==> src/rtl/rtcdte_pkg.sv <==
package rtcdte_pkg;

    // one input item: raw clock register bytes
    typedef struct packed {
        logic [7:0] sec_byte;
        logic [7:0] min_byte;
        logic [7:0] hour_byte;
        logic [7:0] day_byte;
        logic [7:0] month_byte;
        logic [7:0] year_byte;
    } in_t;

    // one result item
    typedef struct packed {
        logic [33:0] epoch_seconds;
        logic [63:0] epoch_nanoseconds;
    } out_t;

    // after decode
    typedef struct packed {
        logic [7:0] sec;
        logic [7:0] min;
        logic [7:0] hour;
        logic [7:0] day;
        logic [7:0] mp;
        logic [7:0] ty;
        logic       y1999;
    } dec_t;

    // register map
    localparam logic REG_BINARY_MODE = 1'b0;

    localparam logic [16:0] DAYS_1999    = 17'd10651;
    localparam logic [16:0] DAYS_2000    = 17'd11017;
    localparam logic [31:0] DIV5_RECIP   = 32'd52429;
    localparam int          DIV5_SHIFT   = 18;
    localparam logic [33:0] SEC_PER_DAY  = 34'd86400;
    localparam logic [19:0] SEC_PER_HOUR = 20'd3600;
    localparam logic [19:0] SEC_PER_MIN  = 20'd60;
    localparam logic [31:0] NS_PER_SEC   = 32'd1000000000;
    localparam logic [8:0]  EPOCH_MIN_NS_ZERO = 9'd0;
    localparam logic [33:0] EPOCH_SEC_MIN = 34'd943920000;

    // bcd byte to value (0 to 165), or the byte unchanged in binary mode; no digit check
    function automatic logic [7:0] bcd_decode(input logic [7:0] b, input logic bin);
        logic [7:0] hi;
        hi = {4'b0, b[7:4]};
        if (bin) begin
            return b;
        end
        return {4'b0, b[3:0]} + (hi << 3) + (hi << 1);
    endfunction

endpackage

==> src/rtl/rtc_datetime_to_epoch_top.sv <==
// Converts one set of raw RTC register bytes (second, minute, hour, day, month,
// two-digit year from 2000) to seconds since 1970-01-01 00:00:00 and to that
// value times 1e9 as a wrapping 64-bit nanosecond count. Bytes are BCD-decoded
// unless binary_mode (APB register at address 0, bit 0) is set; digits and
// calendar ranges are not checked. The datapath is a seven-stage pipeline with
// one shared stall: it takes a new item every cycle while no finished item
// waits in the output register with m_ready low.
// The stage count is set by the two chained constant multiplies (divide by five
// and days to seconds) and the split 34 by 30 bit nanosecond product.
module rtc_datetime_to_epoch_top (
    input  logic               aclk,
    input  logic               aresetn,
    input  logic               s_valid,
    output logic               s_ready,
    input  rtcdte_pkg::in_t    s_data,
    output logic               m_valid,
    input  logic               m_ready,
    output rtcdte_pkg::out_t   m_data,
    input  logic               psel,
    input  logic               penable,
    input  logic               pwrite,
    input  logic [2:0]         paddr,
    input  logic [31:0]        pwdata,
    output logic [31:0]        prdata,
    output logic               pready
);
    import rtcdte_pkg::*;

    logic        binary_mode_reg;
    logic        binary_mode_next;
    logic        en;
    logic        dec_valid;
    dec_t        dec_data;
    logic        secs_valid;
    logic [33:0] secs;

    assign pready = 1'b1;

    always_comb begin
        binary_mode_next = binary_mode_reg;
        if (psel && penable && pwrite && (paddr[2] == REG_BINARY_MODE)) begin
            binary_mode_next = pwdata[0];
        end
        prdata = (paddr[2] == REG_BINARY_MODE) ? {31'b0, binary_mode_reg} : 32'b0;
    end

    always_ff @(posedge aclk) begin
        if (!aresetn) begin
            binary_mode_reg <= 1'b0;
        end else begin
            binary_mode_reg <= binary_mode_next;
        end
    end

    // whole pipeline advances unless a finished item is waiting
    assign en      = m_ready || !m_valid;
    assign s_ready = en;

    rtcdte_decode u_decode (
        .aclk        (aclk),
        .aresetn     (aresetn),
        .en          (en),
        .binary_mode (binary_mode_reg),
        .in_valid    (s_valid),
        .in_data     (s_data),
        .out_valid   (dec_valid),
        .out_data    (dec_data)
    );

    rtcdte_seconds u_seconds (
        .aclk      (aclk),
        .aresetn   (aresetn),
        .en        (en),
        .in_valid  (dec_valid),
        .in_data   (dec_data),
        .out_valid (secs_valid),
        .out_secs  (secs)
    );

    rtcdte_scale u_scale (
        .aclk      (aclk),
        .aresetn   (aresetn),
        .en        (en),
        .in_valid  (secs_valid),
        .in_secs   (secs),
        .out_valid (m_valid),
        .out_data  (m_data)
    );

    // 1e9 carries a factor of 2^9, so the low nanosecond bits are always zero
    a_ns_low_zero: assert property (@(posedge aclk) disable iff (!aresetn)
        m_valid |-> (m_data.epoch_nanoseconds[8:0] == EPOCH_MIN_NS_ZERO))
        else $error("nanosecond low bits not zero");

    // earliest reachable date is 1999-11-30 (year 0, month 0, day 0)
    a_secs_floor: assert property (@(posedge aclk) disable iff (!aresetn)
        m_valid |-> (m_data.epoch_seconds >= EPOCH_SEC_MIN))
        else $error("epoch seconds below reachable minimum");

    a_empty_accepts: assert property (@(posedge aclk) disable iff (!aresetn)
        !m_valid |-> s_ready)
        else $error("input refused with empty output");

    // two register stages sit between the seconds output and m_valid
    a_out_has_source: assert property (@(posedge aclk) disable iff (!aresetn)
        $rose(m_valid) |-> $past(secs_valid, 2))
        else $error("result item without a source item");

endmodule

==> src/rtl/rtcdte_decode.sv <==
module rtcdte_decode (
    input  logic               aclk,
    input  logic               aresetn,
    input  logic               en,
    input  logic               binary_mode,
    input  logic               in_valid,
    input  rtcdte_pkg::in_t    in_data,
    output logic               out_valid,
    output rtcdte_pkg::dec_t   out_data
);
    import rtcdte_pkg::*;

    logic       valid_reg;
    dec_t       data_reg;
    dec_t       data_next;
    logic [7:0] month;
    logic [7:0] year;
    logic       prev_year;

    always_comb begin
        month     = bcd_decode(in_data.month_byte, binary_mode);
        year      = bcd_decode(in_data.year_byte, binary_mode);
        // january and february belong to the previous march-based year
        prev_year = (month <= 8'd2);
        data_next.sec   = bcd_decode(in_data.sec_byte, binary_mode);
        data_next.min   = bcd_decode(in_data.min_byte, binary_mode);
        data_next.hour  = bcd_decode(in_data.hour_byte, binary_mode);
        data_next.day   = bcd_decode(in_data.day_byte, binary_mode);
        data_next.mp    = prev_year ? month + 8'd9 : month - 8'd3;
        data_next.ty    = year - {7'b0, prev_year};
        data_next.y1999 = prev_year && (year == 8'd0);
    end

    always_ff @(posedge aclk) begin
        if (!aresetn) begin
            valid_reg <= 1'b0;
        end else if (en) begin
            valid_reg <= in_valid;
        end
    end

    always_ff @(posedge aclk) begin
        if (en) begin
            data_reg <= data_next;
        end
    end

    assign out_valid = valid_reg;
    assign out_data  = data_reg;

endmodule

==> src/rtl/rtcdte_seconds.sv <==
module rtcdte_seconds (
    input  logic               aclk,
    input  logic               aresetn,
    input  logic               en,
    input  logic               in_valid,
    input  rtcdte_pkg::dec_t   in_data,
    output logic               out_valid,
    output logic [33:0]        out_secs
);
    import rtcdte_pkg::*;

    // stage a: time of day, month term product, year base
    logic        va_reg;
    logic [19:0] hms_a_reg, hms_a_next;
    logic [15:0] prod_reg, prod_next;
    logic [16:0] ybase_reg, ybase_next;
    logic [7:0]  day_reg;
    logic [1:0]  cent;

    // stage b: divide by five, partial day count
    logic        vb_reg;
    logic [19:0] hms_b_reg;
    logic [12:0] q_reg, q_next;
    logic [16:0] dpre_reg, dpre_next;
    logic [31:0] recip_prod;

    // stage c: day count
    logic        vc_reg;
    logic [19:0] hms_c_reg;
    logic [16:0] days_reg, days_next;

    // stage d: seconds
    logic        vd_reg;
    logic [33:0] secs_reg, secs_next;

    always_comb begin
        if (in_data.ty >= 8'd200) begin
            cent = 2'd2;
        end else if (in_data.ty >= 8'd100) begin
            cent = 2'd1;
        end else begin
            cent = 2'd0;
        end
        hms_a_next = {12'b0, in_data.sec} + {12'b0, in_data.min} * SEC_PER_MIN
                   + {12'b0, in_data.hour} * SEC_PER_HOUR;
        prod_next  = {8'b0, in_data.mp} * 16'd153 + 16'd2;
        // year 1999 sits in the previous 400-year era
        ybase_next = in_data.y1999 ? DAYS_1999
                   : DAYS_2000 + {9'b0, in_data.ty} * 17'd365
                     + {11'b0, in_data.ty[7:2]} - {15'b0, cent};

        recip_prod = {16'b0, prod_reg} * DIV5_RECIP;
        q_next     = recip_prod[DIV5_SHIFT +: 13];
        dpre_next  = ybase_reg + {9'b0, day_reg} - 17'd1;

        days_next  = dpre_reg + {4'b0, q_reg};

        secs_next  = {17'b0, days_reg} * SEC_PER_DAY + {14'b0, hms_c_reg};
    end

    always_ff @(posedge aclk) begin
        if (!aresetn) begin
            va_reg <= 1'b0;
            vb_reg <= 1'b0;
            vc_reg <= 1'b0;
            vd_reg <= 1'b0;
        end else if (en) begin
            va_reg <= in_valid;
            vb_reg <= va_reg;
            vc_reg <= vb_reg;
            vd_reg <= vc_reg;
        end
    end

    always_ff @(posedge aclk) begin
        if (en) begin
            hms_a_reg <= hms_a_next;
            prod_reg  <= prod_next;
            ybase_reg <= ybase_next;
            day_reg   <= in_data.day;
            hms_b_reg <= hms_a_reg;
            q_reg     <= q_next;
            dpre_reg  <= dpre_next;
            hms_c_reg <= hms_b_reg;
            days_reg  <= days_next;
            secs_reg  <= secs_next;
        end
    end

    assign out_valid = vd_reg;
    assign out_secs  = secs_reg;

endmodule

==> src/rtl/rtcdte_scale.sv <==
module rtcdte_scale (
    input  logic               aclk,
    input  logic               aresetn,
    input  logic               en,
    input  logic               in_valid,
    input  logic [33:0]        in_secs,
    output logic               out_valid,
    output rtcdte_pkg::out_t   out_data
);
    import rtcdte_pkg::*;

    logic        ve_reg;
    logic [33:0] secs_e_reg;
    logic [63:0] lo_reg, lo_next;
    logic [31:0] hi_reg, hi_next;

    logic        vf_reg;
    out_t        out_reg, out_next;

    always_comb begin
        // split the 34-bit count: low word product plus top two bits shifted up
        lo_next = {32'b0, in_secs[31:0]} * {32'b0, NS_PER_SEC};
        hi_next = {30'b0, in_secs[33:32]} * NS_PER_SEC;
        out_next.epoch_seconds     = secs_e_reg;
        out_next.epoch_nanoseconds = lo_reg + {hi_reg, 32'b0};
    end

    always_ff @(posedge aclk) begin
        if (!aresetn) begin
            ve_reg <= 1'b0;
            vf_reg <= 1'b0;
        end else if (en) begin
            ve_reg <= in_valid;
            vf_reg <= ve_reg;
        end
    end

    always_ff @(posedge aclk) begin
        if (en) begin
            secs_e_reg <= in_secs;
            lo_reg     <= lo_next;
            hi_reg     <= hi_next;
            out_reg    <= out_next;
        end
    end

    assign out_valid = vf_reg;
    assign out_data  = out_reg;

endmodule
==> config.mk <==
export PLATFORM = sky130hd
export DESIGN_NAME = rtc_datetime_to_epoch_top
export DESIGN_NICKNAME = d
export VERILOG_FILES = /design/src/rtl/rtcdte_pkg.sv /design/src/rtl/rtc_datetime_to_epoch_top.sv /design/src/rtl/rtcdte_decode.sv /design/src/rtl/rtcdte_seconds.sv /design/src/rtl/rtcdte_scale.sv
export SDC_FILE = /design/constraint.sdc
export NUM_CORES = 2
export LEC_CHECK = 0
export ABC_AREA = 1
export BUFFER_PORTS_ARGS = -buffer_cell sky130_fd_sc_hd__buf_2
export CAP_MARGIN = 20
export CORE_ASPECT_RATIO = 1.5
export CORE_UTILIZATION = 40
export DETAILED_ROUTE_END_ITERATION = 16
export GPL_ROUTABILITY_DRIVEN = 1
export PLACE_DENSITY = 0.56
export SLEW_MARGIN = 0
export SYNTH_ARGS = -nofsm -noshare
export SYNTH_HDL_FRONTEND = slang
export SYNTH_SLANG_ARGS = --single-unit
==> constraint.sdc <==
create_clock -name aclk -period 15 [get_ports aclk]
set_input_delay 1.5 -clock aclk [delete_from_list [all_inputs] [get_ports aclk]]
set_output_delay 1.5 -clock aclk [all_outputs]
set_load 0.01 [all_outputs]
==> run summary <==
Outcome
• status: complete, no violations

Layout
• total inserted antenna cells: 0
• Layout area overhead: 8.923%
• max FFs per register: 87
• final cell area excluding filler cells: 0.05071 sq mm
• share of cells above drive strength 1: 0.06246
• net count reported at finish: 6,346

Worst setup path
• critical-path maximum fanout: 8
• Setup CP Type: reg2reg
• crit start category: flip-flop
• Critical Path Sink Type: flip-flop
• data arrival time of the worst path: 7.31 ns
• Critical Path Max Stage Delay: 0.65 ns
• reg2reg start: u_seconds.out_secs[10]
• ordered cell list for the critical path: inv_1 -> fa_1 -> fa_1 -> fa_1 -> fa_1 -> fa_1 -> inv_1 -> fa_1 -> inv_1 -> fa_1 -> inv_1 -> ha_1 -> nand2_1 -> nor2_1 -> inv_1 -> nor2_1 -> nand2_1 -> o21ai_1 -> nand4_1 -> nand3_1 -> nand2_1
• cell occurring most often along the worst timing path: sky130_fd_sc_hd__fa_1
• Slowest-stage cell, CP: sky130_fd_sc_hd__edfxtp_1
• Worst Reg-to-Reg Cells: 21
• worst reg-to-reg setup slack: 8.07 ns
• destination of the worst register-to-register timing path: u_scale.lo_reg[58]
• data required time of the worst path: 15.38 ns

Global routing
• all-layer global routing usage: 0.1838
• wire length of the first global-routing pass: 168,800 microns
• vias in the first global route: 33,530
• largest net degree at the start of global routing: 196
• GR Overflow Total: 0
• antenna violations before repair: 1

Clock tree
• number of CTS-inserted buffers: 47
• clock transition at the register clock pins on the worst setup and hold paths after CTS: 0.06 ns
• CTS Root Buffer Type: sky130_fd_sc_hd__clkbuf_16
• post-CTS resize count: 0
• maximum buffer depth of the clock tree: 3
• # clock sinks: 416
• CTS tree: built
• number of hold buffers added after CTS: 0
• clock network latency to the later pin of the worst-skew pair: 0.65 ns
• Post-CTS Setup Inserts: 0
• number of levels in the clock H-tree: 2

Floorplanning
• placeable core region: 0.1149 sq mm
• Die Span Y: 419.8 microns
• count of boundary I/O pins: 223
• floorplan die area: 0.1178 sq mm
• starting utilization of the core area: 0.4053
• number of rows in the core area: 152
• die width: 280.6 microns

Detailed routing
• total wirelength of the detailed-routed design: 104,400 microns
• routed wire length per instance: 15.94 microns
• Via Count: 31,190
• number of optimization iterations in the first detailed-route pass: 5
• Initial DRC Count: 1,131
• number of nets with antenna violations after routing: 0
• Vias/cell: 4.761
• detailed-route DRC error count: 0

Logic synthesis
• Synth Register Bits: 416
• sequential cell area fraction in the yosys report: 0.2666
• async set-or-reset flop fraction in the synthesized netlist: 0
• Unique masters post-synth: 56
• cell type with the highest aggregate area in the netlist: sky130_fd_sc_hd__edfxtp_1
• portion of synthesized cell area occupied by the leading cell type: 0.2632
• Post-Syn Area per Cell: 9.736 sq um
• Syn Std Cell Area: 0.04656 sq mm
• cells taking the most area after synthesis: sky130_fd_sc_hd__edfxtp_1 (26%), sky130_fd_sc_hd__fa_1 (22%), sky130_fd_sc_hd__ha_1 (21%)
• Post-Synthesis Cells: 4,782
• Primary FF master, synth: sky130_fd_sc_hd__edfxtp_1
• number of enable flip-flop cells after synthesis: 408
• synth warn: 0

STA
• slew at the pin closest to its max-slew limit: 1.207 ns
• final number of hold-violating endpoints: 0
• max-slew violations: 0
• RSZ-0062 raised after global routing: false
• total of endpoints with negative setup slack in the final report: 0
• highest attainable clock frequency: 144.2 MHz
• worst clock skew: 0.03647 ns
• min Tclk post-route: 6.934 ns
• post-route fraction of the period consumed by the critical path: 0.4623
• worst rel slew slack: 0.1955
• final-layout setup total negative slack: 0 ns

Min path
• hold path startpoint: u_seconds.hms_b_reg[5]
• Hold Path End: u_seconds.hms_c_reg[5]
• cell depth of the worst min-delay path: 0
• type of the worst min-delay path: reg2reg

Placement
• sum of net half-perimeters after detailed placement: 90,390 microns
• number of port buffers: 148
• routability cong.: 0.9146
• instance area at placement: 0.04908 sq mm

Flow run
• count of max-cap constraint violations: 0

## worst max-delay path: cells and delay by family, from the launching register on
kind / cells / cell delay, ns
adders and majority gates: 8 / 4.19
AOI/OAI and AO/OA: 1 / 0.45
and+or+nand+nor: 7 / 0.86
DFF: 1 / 0.65
buffers and inverters: 5 / 0.53
## metal layers
metal | vias up | track usage | share of wire
met1 | 14920 | 0.1697 | 0.34
met2 | 500 | 0.3882 | 0.58
met4 | 2 | 0.08715 | 0.052
li1 | 15560 | - | -
met3 | 219 | 0.01713 | 0.022
met5 | - | 0 | 0.000096
## synth_stat cells (30+ instances only)
master and n:
sky130_fd_sc_hd__a21oi_1 223, sky130_fd_sc_hd__nand3_1 130, sky130_fd_sc_hd__o21ai_0 123, sky130_fd_sc_hd__nand4_1 30, sky130_fd_sc_hd__buf_4 43, sky130_fd_sc_hd__xnor2_1 65
sky130_fd_sc_hd__nand2_1 642, sky130_fd_sc_hd__ha_1 781, sky130_fd_sc_hd__inv_1 1194, sky130_fd_sc_hd__xor2_1 145, sky130_fd_sc_hd__fa_1 503, sky130_fd_sc_hd__nor2_1 221
sky130_fd_sc_hd__edfxtp_1 408, sky130_fd_sc_hd__a31oi_1 30
## kinds of logic (layout without fill, tap and decap cells)
logic type	Yosys count	after routing	share of synthesized area
xor+xnor	210	210	0.03951
flops	416	416	0.2666
fa+ha+maj	1284	1284	0.4262
compound gates	482	482	0.05821
buf+inv	1255	1445	0.1047
simple gates	1133	1133	0.1046
other cells	2	41	0.0001613
## final cells by class
| cell class | count | area, sq um |
|---|---|---|
| fill | 11180 | 64160 |
| multi-input combinational | 3150 | 29420 |
| sequential | 416 | 12410 |
| inverter | 1203 | 4523 |
| tap | 1540 | 1927 |
| clock buffer | 52 | 1195 |
| timing repair buffer | 154 | 798.3 |
| clock inverter | 36 | 439.2 |
## worst max-delay path by stage
| stage | from | end |
|---|---|---|
| finish | u_seconds.out_secs[10] | u_scale.lo_reg[58] |
| global placement | u_seconds.out_secs[12] | u_scale.lo_reg[58] |
| detailed placement | u_seconds.out_secs[10] | u_scale.lo_reg[58] |
| global route | u_seconds.out_secs[10] | u_scale.lo_reg[58] |
| CTS | u_seconds.out_secs[10] | u_scale.lo_reg[58] |
| floorplan | m_ready | s_ready |
## cells in the final DEF, fill, tap and decap left out, drive strengths merged, types with 4 or more instances in the layout
master    count
xor2        145
a21o         20
nor3         20
xnor2        65
o31ai         5
nand4        30
or2          13
o21ai       133
a21boi       13
edfxtp      408
nor2        239
o211ai        9
clkinvlp      7
o21bai       22
fa          503
nand3       140
dfxtp         8
a21oi       224
conb         41
buf         154
nor4         13
clkbuf       52
nand3b        4
inv        1205
bufinv        6
o21a         12
clkinv       21
a31oi        30
ha          781
nand2       669
## stage by stage
stage | setup WS [ns] | utilization | instances | hold WS [ns]
floorplan | 3.897 | - | 4821 | 0.4003
finish | 8.066 | 0.4415 | 6551 | 0.4063
CTS | 8.018 | 0.4415 | 6551 | 0.4070
detailed placement | 8.088 | 0.4272 | 6463 | 0.4045
global placement | 8.132 | 0.4272 | 6463 | 0.4007
global route | 7.701 | 0.4415 | 6551 | 0.4179
Power is not shown: default switching activity piles up to over one toggle a cycle in this logic, so the estimate is an artifact.
